## config.mk

```make
export PLATFORM = sky130hd
export DESIGN_NAME = http_header_host_length_parser_unit_flat
export DESIGN_NICKNAME = d
export VERILOG_FILES = /design/src/sv/hhlp_pkg.sv /design/src/sv/hhlp_req_if.sv /design/src/sv/hhlp_rsp_if.sv /design/src/sv/hhlp_ram.sv /design/src/sv/hhlp_core.sv /design/src/sv/http_header_host_length_parser_unit.sv /design/src/flat_wrapper.sv
export SDC_FILE = /design/constraint.sdc
export NUM_CORES = 2
export LEC_CHECK = 0
export BUFFER_PORTS_ARGS = -buffer_cell sky130_fd_sc_hd__buf_2
export CAP_MARGIN = 20
export CORE_ASPECT_RATIO = 1.5
export CORE_MARGIN = 1
export CORE_UTILIZATION = 57
export CTS_CLUSTER_DIAMETER = 120
export DETAILED_ROUTE_END_ITERATION = 12
export GPL_TIMING_DRIVEN = 0
export MAX_ROUTING_LAYER = met4
export PLACE_DENSITY_LB_ADDON = 0.15
export SLEW_MARGIN = 20
export SYNTH_ARGS = -nofsm -noshare
export SYNTH_HDL_FRONTEND = slang
export SYNTH_SLANG_ARGS = --single-unit
```

## constraint.sdc

```tcl
create_clock -name clock -period 7.1 [get_ports clock]
set_input_delay 0.71 -clock clock [delete_from_list [all_inputs] [get_ports clock]]
set_output_delay 0.71 -clock clock [all_outputs]
set_load 0.02 [all_outputs]
```

## src/sv/hhlp_pkg.sv

```systemverilog
// Shared constants, field widths and payload types of the HTTP header Host and Content-Length parser.
package hhlp_pkg;

   localparam int MAX_HOST    = 256;
   localparam int MAX_PORT    = 16;
   localparam int LENGTH_BITS = 64;

   localparam int HIDX_W  = $clog2(MAX_HOST);
   localparam int HCNT_W  = $clog2(MAX_HOST + 1);
   localparam int PIDX_W  = $clog2(MAX_PORT);
   localparam int PCNT_W  = $clog2(MAX_PORT + 1);
   localparam int ACC_X_W = LENGTH_BITS + 4;

   localparam int MODE_W  = 2;
   localparam int BYTE_W  = 8;
   localparam int INDEX_W = 8;
   localparam int HLEN_W  = 9;
   localparam int PLEN_W  = 5;
   localparam int CLEN_W  = 64;

   localparam int HCMP_W = HCNT_W + INDEX_W;
   localparam int PCMP_W = PCNT_W + INDEX_W;

   localparam logic [MODE_W-1:0] MODE_MSG  = MODE_W'(0);
   localparam logic [MODE_W-1:0] MODE_HOST = MODE_W'(1);
   localparam logic [MODE_W-1:0] MODE_PORT = MODE_W'(2);

   localparam logic KIND_SUMMARY = 1'b0;
   localparam logic KIND_READ    = 1'b1;

   localparam logic [BYTE_W-1:0] CHAR_CR    = 8'h0D;
   localparam logic [BYTE_W-1:0] CHAR_LF    = 8'h0A;
   localparam logic [BYTE_W-1:0] CHAR_COLON = 8'h3A;
   localparam logic [BYTE_W-1:0] CHAR_SPACE = 8'h20;
   localparam logic [BYTE_W-1:0] CHAR_ZERO  = 8'h30;
   localparam logic [BYTE_W-1:0] CHAR_NINE  = 8'h39;
   localparam logic [BYTE_W-1:0] CHAR_EIGHT = 8'h38;

   localparam logic [BYTE_W-1:0] HOST_WORD [4] = '{8'h48, 8'h6F, 8'h73, 8'h74};
   localparam logic [BYTE_W-1:0] CLEN_WORD [16] = '{
      8'h43, 8'h6F, 8'h6E, 8'h74, 8'h65, 8'h6E, 8'h74, 8'h2D,
      8'h4C, 8'h65, 8'h6E, 8'h67, 8'h74, 8'h68, 8'h00, 8'h00};

   typedef struct packed {
      logic [MODE_W-1:0]  mode;
      logic [BYTE_W-1:0]  data_byte;
      logic               first_byte;
      logic               last_byte;
      logic [INDEX_W-1:0] read_index;
   } req_item_type;

   typedef struct packed {
      logic               kind;
      logic [BYTE_W-1:0]  read_byte;
      logic [HLEN_W-1:0]  host_length;
      logic [PLEN_W-1:0]  port_length;
      logic               host_missing;
      logic               port_defaulted;
      logic               host_truncated;
      logic               port_truncated;
      logic               length_found;
      logic [CLEN_W-1:0]  content_length;
   } rsp_item_type;

   typedef struct packed {
      logic         has_result;
      logic         host_read;
      logic         host_hit;
      rsp_item_type rsp;
   } core_result_type;

endpackage

```

## src/sv/hhlp_req_if.sv

```systemverilog
// Request channel carrying one message byte or one store read request.
interface hhlp_req_if import hhlp_pkg::*; ();
   logic               valid;
   logic               ready;
   logic [MODE_W-1:0]  mode;
   logic [BYTE_W-1:0]  data_byte;
   logic               first_byte;
   logic               last_byte;
   logic [INDEX_W-1:0] read_index;

   modport source (output valid, mode, data_byte, first_byte, last_byte, read_index,
                   input ready);
   modport sink (input valid, mode, data_byte, first_byte, last_byte, read_index,
                 output ready);
endinterface

```

## src/sv/hhlp_rsp_if.sv

```systemverilog
// Response channel carrying a message summary or a store read result.
interface hhlp_rsp_if import hhlp_pkg::*; ();
   logic              valid;
   logic              ready;
   logic              kind;
   logic [BYTE_W-1:0] read_byte;
   logic [HLEN_W-1:0] host_length;
   logic [PLEN_W-1:0] port_length;
   logic              host_missing;
   logic              port_defaulted;
   logic              host_truncated;
   logic              port_truncated;
   logic              length_found;
   logic [CLEN_W-1:0] content_length;

   modport source (output valid, kind, read_byte, host_length, port_length, host_missing,
                   port_defaulted, host_truncated, port_truncated, length_found,
                   content_length, input ready);
   modport sink (input valid, kind, read_byte, host_length, port_length, host_missing,
                 port_defaulted, host_truncated, port_truncated, length_found,
                 content_length, output ready);
endinterface

```

## src/sv/hhlp_ram.sv

```systemverilog
// Generic single-port-write RAM with a registered read port.
module hhlp_ram #(
   parameter int WIDTH = 8,
   parameter int DEPTH = 256
) (
   input  logic                     clock,
   input  logic                     wr_en,
   input  logic [$clog2(DEPTH)-1:0] wr_addr,
   input  logic [WIDTH-1:0]         wr_data,
   input  logic                     rd_en,
   input  logic [$clog2(DEPTH)-1:0] rd_addr,
   output logic [WIDTH-1:0]         rd_data
);
   logic [WIDTH-1:0] mem_ff [DEPTH];
   logic [WIDTH-1:0] rd_data_ff;

   always_ff @(posedge clock) begin
      if (wr_en) begin
         mem_ff[wr_addr] <= wr_data;
      end
      if (rd_en) begin
         rd_data_ff <= mem_ff[rd_addr];
      end
   end

   assign rd_data = rd_data_ff;
endmodule

```

## src/sv/hhlp_core.sv

```systemverilog
// Parse state, per-byte update logic, host and port stores of the header parser.
module hhlp_core import hhlp_pkg::*; (
   input  logic            clock,
   input  logic            reset,
   input  logic            step,
   input  req_item_type    item,
   output core_result_type result,
   output logic [BYTE_W-1:0] host_q
);
   localparam logic [3:0] NAME_HOST_LEN = 4'd4;
   localparam logic [3:0] NAME_CLEN_LEN = 4'd14;
   localparam logic [3:0] NAME_POS_MAX  = 4'd15;

   typedef enum logic [3:0] {
      PH_START = 4'b0001,
      PH_NAME  = 4'b0010,
      PH_VALUE = 4'b0100,
      PH_DONE  = 4'b1000
   } phase_type;

   typedef struct packed {
      phase_type              phase;
      logic                   cr_pending;
      logic [3:0]             name_pos;
      logic                   host_match;
      logic                   len_match;
      logic                   value_begun;
      logic                   value_nonempty;
      logic                   host_colon;
      logic [LENGTH_BITS-1:0] len_acc;
      logic                   len_ok;
      logic                   len_done;
      logic [LENGTH_BITS-1:0] len_value;
      logic [HCNT_W-1:0]      host_count;
      logic [PCNT_W-1:0]      port_count;
      logic                   host_ovf;
      logic                   port_ovf;
   } parse_state_type;

   typedef struct packed {
      parse_state_type   st;
      logic              host_we;
      logic [HIDX_W-1:0] host_addr;
      logic              port_we;
      logic [PIDX_W-1:0] port_addr;
   } content_out_type;

   function automatic parse_state_type cleared_state();
      parse_state_type s;
      s       = '0;
      s.phase = PH_START;
      return s;
   endfunction

   function automatic parse_state_type start_name(parse_state_type s_i);
      parse_state_type s;
      s                = s_i;
      s.phase          = PH_NAME;
      s.name_pos       = '0;
      s.host_match     = 1'b1;
      s.len_match      = 1'b1;
      s.value_begun    = 1'b0;
      s.value_nonempty = 1'b0;
      return s;
   endfunction

   function automatic parse_state_type end_line(parse_state_type s_i);
      parse_state_type s;
      s = s_i;
      unique case (s_i.phase)
         PH_START: begin
            s = start_name(s_i);
         end
         PH_NAME: begin
            if (s_i.name_pos == '0) begin
               s.phase = PH_DONE;
            end else begin
               s = start_name(s_i);
            end
         end
         PH_VALUE: begin
            if (s_i.len_match && s_i.value_nonempty && s_i.len_ok && !s_i.len_done) begin
               s.len_done  = 1'b1;
               s.len_value = s_i.len_acc;
            end
            s = start_name(s);
         end
         default: begin
            s = s_i;
         end
      endcase
      return s;
   endfunction

   function automatic content_out_type apply_content(parse_state_type s_i,
                                                     logic [BYTE_W-1:0] b);
      content_out_type      o;
      logic                 digit;
      logic                 ok;
      logic [3:0]           dval;
      logic [ACC_X_W-1:0]   prod;
      o           = '0;
      o.st        = s_i;
      digit       = (b >= CHAR_ZERO) && (b <= CHAR_NINE);
      dval        = 4'(b - CHAR_ZERO);
      prod        = (ACC_X_W'(s_i.len_acc) << 3) + (ACC_X_W'(s_i.len_acc) << 1)
                    + ACC_X_W'(dval);
      ok          = s_i.len_ok;
      if (s_i.phase == PH_NAME) begin
         if (b == CHAR_COLON) begin
            o.st.host_match = s_i.host_match && (s_i.name_pos == NAME_HOST_LEN);
            o.st.len_match  = s_i.len_match && (s_i.name_pos == NAME_CLEN_LEN)
                              && !s_i.len_done;
            if (o.st.host_match) begin
               o.st.host_count = '0;
               o.st.host_ovf   = 1'b0;
               o.st.host_colon = 1'b0;
            end
            if (o.st.len_match) begin
               o.st.len_acc = '0;
               o.st.len_ok  = 1'b0;
            end
            o.st.value_begun    = 1'b0;
            o.st.value_nonempty = 1'b0;
            o.st.phase          = PH_VALUE;
         end else begin
            if (!((s_i.name_pos < NAME_HOST_LEN) && (b == HOST_WORD[s_i.name_pos[1:0]]))) begin
               o.st.host_match = 1'b0;
            end
            if (!((s_i.name_pos < NAME_CLEN_LEN) && (b == CLEN_WORD[s_i.name_pos]))) begin
               o.st.len_match = 1'b0;
            end
            if (s_i.name_pos < NAME_POS_MAX) begin
               o.st.name_pos = s_i.name_pos + 4'd1;
            end
         end
      end else if (s_i.phase == PH_VALUE) begin
         o.st.value_begun = 1'b1;
         if (s_i.value_begun || (b != CHAR_SPACE)) begin
            if (s_i.host_match) begin
               if (!s_i.host_colon && (b == CHAR_COLON)) begin
                  o.st.host_colon = 1'b1;
                  o.st.port_count = '0;
                  o.st.port_ovf   = 1'b0;
               end else if (!s_i.host_colon) begin
                  if (s_i.host_count < HCNT_W'(MAX_HOST)) begin
                     o.host_we       = 1'b1;
                     o.host_addr     = s_i.host_count[HIDX_W-1:0];
                     o.st.host_count = s_i.host_count + HCNT_W'(1);
                  end else begin
                     o.st.host_ovf = 1'b1;
                  end
               end else begin
                  if (s_i.port_count < PCNT_W'(MAX_PORT)) begin
                     o.port_we       = 1'b1;
                     o.port_addr     = s_i.port_count[PIDX_W-1:0];
                     o.st.port_count = s_i.port_count + PCNT_W'(1);
                  end else begin
                     o.st.port_ovf = 1'b1;
                  end
               end
            end
            if (s_i.len_match) begin
               if (!s_i.value_nonempty) begin
                  ok = digit;
               end else if (!digit) begin
                  ok = 1'b0;
               end
               o.st.value_nonempty = 1'b1;
               if (ok) begin
                  if (prod[ACC_X_W-1 -: 4] != 4'd0) begin
                     ok = 1'b0;
                  end else begin
                     o.st.len_acc = prod[LENGTH_BITS-1:0];
                  end
               end
               o.st.len_ok = ok;
            end
         end
      end
      return o;
   endfunction

   parse_state_type    st_ff;
   parse_state_type    st_in;
   logic [BYTE_W-1:0]  port_ff [MAX_PORT];
   logic [BYTE_W-1:0]  port_in [MAX_PORT];

   parse_state_type    s;
   content_out_type    c1;
   content_out_type    c2;
   logic               p1_we;
   logic [PIDX_W-1:0]  p1_addr;
   logic               p2_we;
   logic [PIDX_W-1:0]  p2_addr;
   logic               def_port;
   logic               host_we;
   logic [HIDX_W-1:0]  host_addr;
   logic               host_rd;
   logic [HCMP_W-1:0]  h_idx;
   logic [PCMP_W-1:0]  p_idx;

   assign h_idx   = HCMP_W'(item.read_index);
   assign p_idx   = PCMP_W'(item.read_index);
   assign host_rd = step && (item.mode == MODE_HOST);

   always_comb begin
      st_in    = st_ff;
      s        = st_ff;
      c1       = '0;
      c2       = '0;
      p1_we    = 1'b0;
      p1_addr  = '0;
      p2_we    = 1'b0;
      p2_addr  = '0;
      def_port = 1'b0;
      host_we  = 1'b0;
      host_addr = '0;
      result   = '0;
      if (step) begin
         case (item.mode)
            MODE_HOST: begin
               result.has_result = 1'b1;
               result.host_read  = 1'b1;
               result.host_hit   = (h_idx < HCMP_W'(st_ff.host_count))
                                   && (h_idx < HCMP_W'(MAX_HOST));
               result.rsp.kind   = KIND_READ;
            end
            MODE_PORT: begin
               result.has_result = 1'b1;
               result.rsp.kind   = KIND_READ;
               if ((p_idx < PCMP_W'(st_ff.port_count)) && (p_idx < PCMP_W'(MAX_PORT))) begin
                  result.rsp.read_byte = port_ff[p_idx[PIDX_W-1:0]];
               end
            end
            MODE_MSG: begin
               if (item.first_byte) begin
                  s = cleared_state();
               end
               if (s.phase != PH_DONE) begin
                  if (s.cr_pending && (item.data_byte == CHAR_LF)) begin
                     s.cr_pending = 1'b0;
                     s = end_line(s);
                  end else begin
                     if (s.cr_pending) begin
                        s.cr_pending = 1'b0;
                        c1      = apply_content(s, CHAR_CR);
                        s       = c1.st;
                        p1_we   = c1.port_we;
                        p1_addr = c1.port_addr;
                     end
                     // A carriage return is written to the host store at once; it only
                     // counts once the following byte shows it is content.
                     c2        = apply_content(s, item.data_byte);
                     host_we   = c2.host_we;
                     host_addr = c2.host_addr;
                     if ((item.data_byte != CHAR_CR) || item.last_byte) begin
                        s       = c2.st;
                        p2_we   = c2.port_we;
                        p2_addr = c2.port_addr;
                     end else begin
                        s.cr_pending = 1'b1;
                     end
                  end
                  if (item.last_byte) begin
                     s = end_line(s);
                  end
               end
               if (item.last_byte) begin
                  s.phase      = PH_DONE;
                  s.cr_pending = 1'b0;
                  if (s.port_count == '0) begin
                     def_port     = 1'b1;
                     s.port_count = PCNT_W'(2);
                     s.port_ovf   = 1'b0;
                  end
                  result.has_result              = 1'b1;
                  result.rsp.kind                = KIND_SUMMARY;
                  result.rsp.host_length         = HLEN_W'(s.host_count);
                  result.rsp.port_length         = PLEN_W'(s.port_count);
                  result.rsp.host_missing        = (s.host_count == '0);
                  result.rsp.port_defaulted      = def_port;
                  result.rsp.host_truncated      = s.host_ovf;
                  result.rsp.port_truncated      = s.port_ovf;
                  result.rsp.length_found        = s.len_done;
                  result.rsp.content_length      = s.len_done ? CLEN_W'(s.len_value) : '0;
               end
               st_in = s;
            end
            default: begin
               st_in = st_ff;
            end
         endcase
      end
   end

   always_comb begin
      port_in = port_ff;
      if (p1_we) begin
         port_in[p1_addr] = CHAR_CR;
      end
      if (p2_we) begin
         port_in[p2_addr] = item.data_byte;
      end
      if (def_port) begin
         port_in[0] = CHAR_EIGHT;
         port_in[1] = CHAR_ZERO;
      end
   end

   always_ff @(posedge clock) begin
      if (reset) begin
         st_ff <= cleared_state();
      end else begin
         st_ff <= st_in;
      end
   end

   always_ff @(posedge clock) begin
      port_ff <= port_in;
   end

   hhlp_ram #(
      .WIDTH (BYTE_W),
      .DEPTH (MAX_HOST)
   ) u_host_ram (
      .clock   (clock),
      .wr_en   (host_we),
      .wr_addr (host_addr),
      .wr_data (item.data_byte),
      .rd_en   (host_rd),
      .rd_addr (h_idx[HIDX_W-1:0]),
      .rd_data (host_q)
   );

   a_pending_not_done: assert property (@(posedge clock) disable iff (reset)
      !(st_ff.cr_pending && (st_ff.phase == PH_DONE)))
      else $error("A carriage return is pending after the header section ended.");

   a_host_count_bound: assert property (@(posedge clock) disable iff (reset)
      st_ff.host_count <= HCNT_W'(MAX_HOST))
      else $error("The host byte count exceeds the host store.");

   a_host_ovf_full: assert property (@(posedge clock) disable iff (reset)
      st_ff.host_ovf |-> (st_ff.host_count == HCNT_W'(MAX_HOST)))
      else $error("Host truncation is flagged while the host store is not full.");

   a_port_ovf_full: assert property (@(posedge clock) disable iff (reset)
      st_ff.port_ovf |-> (st_ff.port_count == PCNT_W'(MAX_PORT)))
      else $error("Port truncation is flagged while the port store is not full.");
endmodule

```

## src/sv/http_header_host_length_parser_unit.sv

```systemverilog
// A request accepted into the input register gives its response from the response register.
// Throughput: one request per cycle; the input register and the response register
// each advance whenever the response register is empty or being taken.
// Reset (synchronous) clears the parse state and both valid flags; the host store
// keeps its contents and needs no clearing pass.
module http_header_host_length_parser_unit import hhlp_pkg::*; (
   input logic       clock,
   input logic       reset,
   hhlp_req_if.sink   req_bus,
   hhlp_rsp_if.source rsp_bus
);
   req_item_type    in_ff;
   logic            in_valid_ff;
   logic            in_valid_in;
   rsp_item_type    out_ff;
   logic            out_valid_ff;
   logic            out_valid_in;
   logic            host_read_ff;
   logic            host_hit_ff;
   logic            out_free;
   logic            step;
   logic            accept;
   core_result_type result;
   logic [BYTE_W-1:0] host_q;

   assign out_free      = !out_valid_ff || rsp_bus.ready;
   assign step          = in_valid_ff && out_free;
   assign req_bus.ready = !in_valid_ff || out_free;
   assign accept        = req_bus.valid && req_bus.ready;

   assign in_valid_in  = accept ? 1'b1 : (step ? 1'b0 : in_valid_ff);
   assign out_valid_in = step ? result.has_result : (rsp_bus.ready ? 1'b0 : out_valid_ff);

   always_ff @(posedge clock) begin
      if (reset) begin
         in_valid_ff  <= 1'b0;
         out_valid_ff <= 1'b0;
      end else begin
         in_valid_ff  <= in_valid_in;
         out_valid_ff <= out_valid_in;
      end
   end

   always_ff @(posedge clock) begin
      if (accept) begin
         in_ff.mode       <= req_bus.mode;
         in_ff.data_byte  <= req_bus.data_byte;
         in_ff.first_byte <= req_bus.first_byte;
         in_ff.last_byte  <= req_bus.last_byte;
         in_ff.read_index <= req_bus.read_index;
      end
      if (step) begin
         out_ff       <= result.rsp;
         host_read_ff <= result.host_read;
         host_hit_ff  <= result.host_hit;
      end
   end

   hhlp_core u_core (
      .clock  (clock),
      .reset  (reset),
      .step   (step),
      .item   (in_ff),
      .result (result),
      .host_q (host_q)
   );

   assign rsp_bus.valid          = out_valid_ff;
   assign rsp_bus.kind           = out_ff.kind;
   assign rsp_bus.read_byte      = host_read_ff ? (host_hit_ff ? host_q : '0)
                                                : out_ff.read_byte;
   assign rsp_bus.host_length    = out_ff.host_length;
   assign rsp_bus.port_length    = out_ff.port_length;
   assign rsp_bus.host_missing   = out_ff.host_missing;
   assign rsp_bus.port_defaulted = out_ff.port_defaulted;
   assign rsp_bus.host_truncated = out_ff.host_truncated;
   assign rsp_bus.port_truncated = out_ff.port_truncated;
   assign rsp_bus.length_found   = out_ff.length_found;
   assign rsp_bus.content_length = out_ff.content_length;
endmodule
```

## src/flat_wrapper.sv

```systemverilog
// flat-port wrapper written by rule: the top's interface ports become plain ports
module http_header_host_length_parser_unit_flat import hhlp_pkg::*;
  (clock, reset, req_bus_valid, req_bus_mode, req_bus_data_byte, req_bus_first_byte, req_bus_last_byte, req_bus_read_index, req_bus_ready, rsp_bus_valid, rsp_bus_kind, rsp_bus_read_byte, rsp_bus_host_length, rsp_bus_port_length, rsp_bus_host_missing, rsp_bus_port_defaulted, rsp_bus_host_truncated, rsp_bus_port_truncated, rsp_bus_length_found, rsp_bus_content_length, rsp_bus_ready);
  hhlp_req_if req_bus_i ();
  hhlp_rsp_if rsp_bus_i ();
  input logic clock;
  input logic reset;
  input wire logic [$bits(req_bus_i.valid)-1:0] req_bus_valid;
  input wire logic [$bits(req_bus_i.mode)-1:0] req_bus_mode;
  input wire logic [$bits(req_bus_i.data_byte)-1:0] req_bus_data_byte;
  input wire logic [$bits(req_bus_i.first_byte)-1:0] req_bus_first_byte;
  input wire logic [$bits(req_bus_i.last_byte)-1:0] req_bus_last_byte;
  input wire logic [$bits(req_bus_i.read_index)-1:0] req_bus_read_index;
  output wire logic [$bits(req_bus_i.ready)-1:0] req_bus_ready;
  output wire logic [$bits(rsp_bus_i.valid)-1:0] rsp_bus_valid;
  output wire logic [$bits(rsp_bus_i.kind)-1:0] rsp_bus_kind;
  output wire logic [$bits(rsp_bus_i.read_byte)-1:0] rsp_bus_read_byte;
  output wire logic [$bits(rsp_bus_i.host_length)-1:0] rsp_bus_host_length;
  output wire logic [$bits(rsp_bus_i.port_length)-1:0] rsp_bus_port_length;
  output wire logic [$bits(rsp_bus_i.host_missing)-1:0] rsp_bus_host_missing;
  output wire logic [$bits(rsp_bus_i.port_defaulted)-1:0] rsp_bus_port_defaulted;
  output wire logic [$bits(rsp_bus_i.host_truncated)-1:0] rsp_bus_host_truncated;
  output wire logic [$bits(rsp_bus_i.port_truncated)-1:0] rsp_bus_port_truncated;
  output wire logic [$bits(rsp_bus_i.length_found)-1:0] rsp_bus_length_found;
  output wire logic [$bits(rsp_bus_i.content_length)-1:0] rsp_bus_content_length;
  input wire logic [$bits(rsp_bus_i.ready)-1:0] rsp_bus_ready;
  assign req_bus_i.valid = req_bus_valid;
  assign req_bus_i.mode = req_bus_mode;
  assign req_bus_i.data_byte = req_bus_data_byte;
  assign req_bus_i.first_byte = req_bus_first_byte;
  assign req_bus_i.last_byte = req_bus_last_byte;
  assign req_bus_i.read_index = req_bus_read_index;
  assign req_bus_ready = req_bus_i.ready;
  assign rsp_bus_valid = rsp_bus_i.valid;
  assign rsp_bus_kind = rsp_bus_i.kind;
  assign rsp_bus_read_byte = rsp_bus_i.read_byte;
  assign rsp_bus_host_length = rsp_bus_i.host_length;
  assign rsp_bus_port_length = rsp_bus_i.port_length;
  assign rsp_bus_host_missing = rsp_bus_i.host_missing;
  assign rsp_bus_port_defaulted = rsp_bus_i.port_defaulted;
  assign rsp_bus_host_truncated = rsp_bus_i.host_truncated;
  assign rsp_bus_port_truncated = rsp_bus_i.port_truncated;
  assign rsp_bus_length_found = rsp_bus_i.length_found;
  assign rsp_bus_content_length = rsp_bus_i.content_length;
  assign rsp_bus_i.ready = rsp_bus_ready;
  http_header_host_length_parser_unit u_core (.clock(clock), .reset(reset), .req_bus(req_bus_i), .rsp_bus(rsp_bus_i));
endmodule
```

==> results.toml <==
[status]
status = "complete, but fails checks"
violations = "setup timing"

[power]
p_leak_nw = 39.9
p_per_area_nw_per_um2 = 249
power.total_mw = 30.2
peakVddDrop_uv = 250

[detailed_routing]
postRouteAntennaNets = 0
drcViolationCount = 0
wl_per_cell_um = 39.7
drt_iter0_markers = 9504
vias_per_cell = 6.93
first_pass_iters = 12
num_vias = 67636
routed_wl_mm = 388

[finish]
nets = 7301
drive_above_1_share = 0.243
final-instance-count-excl-fill = 9764
postLayoutCellArea_um2 = 121000
areaGrowthSynthToFinish_pct = 14.4

[timing]
worstMarginPinSlew_ns = 1.29
timing.fmax_ghz = 0.139
setup_violations = 101
period_needed_ns = 7.19
slew_headroom = 0.138
finalCritPeriodShare = 1.01
skew_ns = 0.0509
rsz0062_at_grt = "no"
hold_viol = 0
worst_slack_ns = -0.0883
holdWs_ns = 0.0132
slew_violations = 0

[grt]
grt_use_total = 0.429
met3_usage = 0.0891
grt_pass1_vias = 65978
use_met2 = 0.680
met1_usage = 0.458
antenna_found_initial = 24
grt-ovfl-total = 0
grt_max_degree = 65
grt_pass1_wl_mm = 529
grt-busiest-layer = "met2"

[min_path]
holdPathEnd = "u_core.in_ff[1]"
holdCritStartpoint = "req_bus_read_index[1]"
min_path_type = "in2reg"
hold_depth = 1

[worst_setup_path]
timing.rr.end = "u_core.u_core.u_host_ram.mem_ff[155][6]"
cp-end-kind = "flip-flop"
crit_fanout = 20
rrSetupSlack_ns = -0.09
rr_startpoint = "u_core.in_ff[16]"
critical_path_arrival_ns = 7.69
critPathKind = "reg2reg"
startpoint_type = "flip-flop"
reg2reg_depth = 15
required_ns = 7.60

[cts]
cts_buffers = 225
clk_latency_ns = 0.90
clock_path_buffers = 4
cts.clk_slew.worst_paths_ns = 0.07
clock_sinks = 2460
cts_tree = "done"
cts_root_buffer = "clkbuf_16"
h-tree-depth = 4

[floorplan]
dieHeight_um = 530
initial_core_util = 0.574
rows = 193
io_pins = 118
die-area_um2 = 188000
die_w_um = 354
core_area_um2 = 184000

[synth]
synth.distinct_cells = 92
ys_seq_area_frac = 0.670
netlist_area_um2 = 106000
synth_mux_area_frac = 0.158
synth_edf_count = 2170
synth-xor-area-share = 0.00562
synth-seq-cells = 2460
synth_compound_area_frac = 0.0563
syn_nets = 6773
postSynthCellCount = 6591
synthAdderAreaFrac = 0.0187
synth_ff_type = "edfxtp_1"
async_flop_share = 0
synth_area_per_cell_um2 = 16.1
synth_warnings = 0
synth_top_family_by_area = "multiplexers"
synth-simple-area-share = 0.0671

[placed_design]
dp_slack_ns = -5.01
place_area_um2 = 113000
io_buffer_count = 117
dp.cells = 9309
gp_congestion = 1.02
hpwlAfterDp_mm = 284

[job]
drv_cap = 0
[Yosys cell counts (all sizes together) (38+ instances only)]
cell type / n / area [um^2]
edfxtp: 2170 / 65200
mux4: 706 / 15900
nor2: 605 / 2280
nand2: 419 / 1580
clkbuf: 307 / 1150
dfxtp: 290 / 5810
a21oi: 286 / 1450
o21ai: 267 / 1340
buf: 181 / 1050
ha: 157 / 1960
nor3: 120 / 616
nand3: 117 / 586
inv: 109 / 409
nor2b: 79 / 494
a211oi: 68 / 531
mux2i: 57 / 571
a22oi: 49 / 368
nand4: 41 / 257
a31oi: 39 / 244
xnor2: 39 / 342
a21o: 38 / 285
[area by class of cell]
type	count	area (um^2)
sequential	2460	71000
fill	12900	63400
multi-input combinational	3534	32900
clock buffer	276	6010
timing repair buffer	311	4000
tap	2437	3050
buffer	478	2540
clock inverter	135	1250
inverter	109	413
antenna	24	60.1
[through the flow]
stage                     utilization  TNS (ns)
final                           0.657     -4.10
after global routing            0.657         0
after CTS                       0.655         0
after detailed placement        0.612   -795.26
after global placement          0.594         -
after floorplan                     -         0
[cells in the final DEF (no fill, tap or decap), types with 44 or more instances in the layout]
cell type	count
a22oi_1	49
edfxtp_1	2170
buf_8	80
clkbuf_2	106
clkbuf_1	214
buf_2	190
buf_4	106
clkinv_1	49
nor3_1	109
nand3_1	117
buf_12	44
clkbuf_16	228
a211oi_1	56
a21oi_1	265
o21ai_0	251
inv_1	108
nor2b_1	64
ha_1	156
mux4_2	706
dfxtp_1	290
mux2i_1	54
nor2_1	595
nand2_1	418
[critical path, cell delays in order (launching register included)]
cell and delay [ns]:
edfxtp_1 0.71, buf_8 0.27, buf_8 0.22, buf_8 0.21
clkbuf_1 0.76, nor3b_1 0.16, o2111ai_1 0.19, nand3_1 0.36
nor2_1 0.29, and2_0 0.15, clkbuf_1 0.25, nand2_1 0.22
nor3_1 0.66, nand2_1 0.70, clkbuf_2 0.66, nor2_1 0.91
[how the worst max path moves through the flow]
stage / from / to / slack (ns)
4_1_cts: u_core.in_ff[9] / u_core.rsp_bus.content_length[34] / 0.006
5_1_grt: u_core.in_ff[16] / u_core.u_core.u_host_ram.mem_ff[155][1] / 0.01
3_3_place_gp: u_core.in_ff[11] / u_core.rsp_bus.content_length[9] / -6.37
3_5_place_dp: u_core.in_ff[9] / u_core.rsp_bus.content_length[16] / -5.01
6_report: u_core.in_ff[16] / u_core.u_core.u_host_ram.mem_ff[155][6] / -0.09
2_1_floorplan: u_core.in_ff[12] / u_core.rsp_bus.content_length[27] / 0.01
[layer usage]
| layer | wire [um] | vias up |
|---|---|---|
| li1 | - | 27084 |
| met1 | 121000 | 34232 |
| met2 | 187000 | 4845 |
| met3 | 36900 | 1475 |
| met4 | 42800 | 0 |
| met5 | 0 | - |
[timing repair]
action	CTS	global route
hold buffers	9	0
cloned	0	0
hold endpoints to repair	9	0
gates resized for setup	147	18
buffers inserted	15	4
setup endpoints to repair	317	155
pin swaps	14	7
[report_power, final]
| group | total, mW | internal (mW) | switching (mW) |
|---|---|---|---|
| Combinational | 2.11 | 0.761 | 1.35 |
| Sequential | 15.8 | 15.8 | 0.0460 |
| Clock | 12.3 | 6.77 | 5.50 |
[flip-flops by register name, summed over array words and instances (netlist names), 5 cells and up]
register	flops
u_core.u_core.u_host_ram.mem_ff	2048
u_core.u_core.st_ff	160
u_core.u_core.port_ff	128
u_core.rsp_bus.content_length	64
u_core.in_ff	20
u_core.rsp_bus.host_length	9
u_core.out_ff	8
u_core.u_core.u_host_ram.rd_data	8
u_core.rsp_bus.port_length	5
[kinds of logic after synthesis]
logic type,Yosys count
adder cells (fa/ha/maj),158
buffers and inverters,597
AO/OA/AOI/OAI,959
AND/OR/NAND/NOR,1566
XOR/XNOR,68
flip-flops,2460
multiplexers,783
Power figures use the tool's default switching activity.
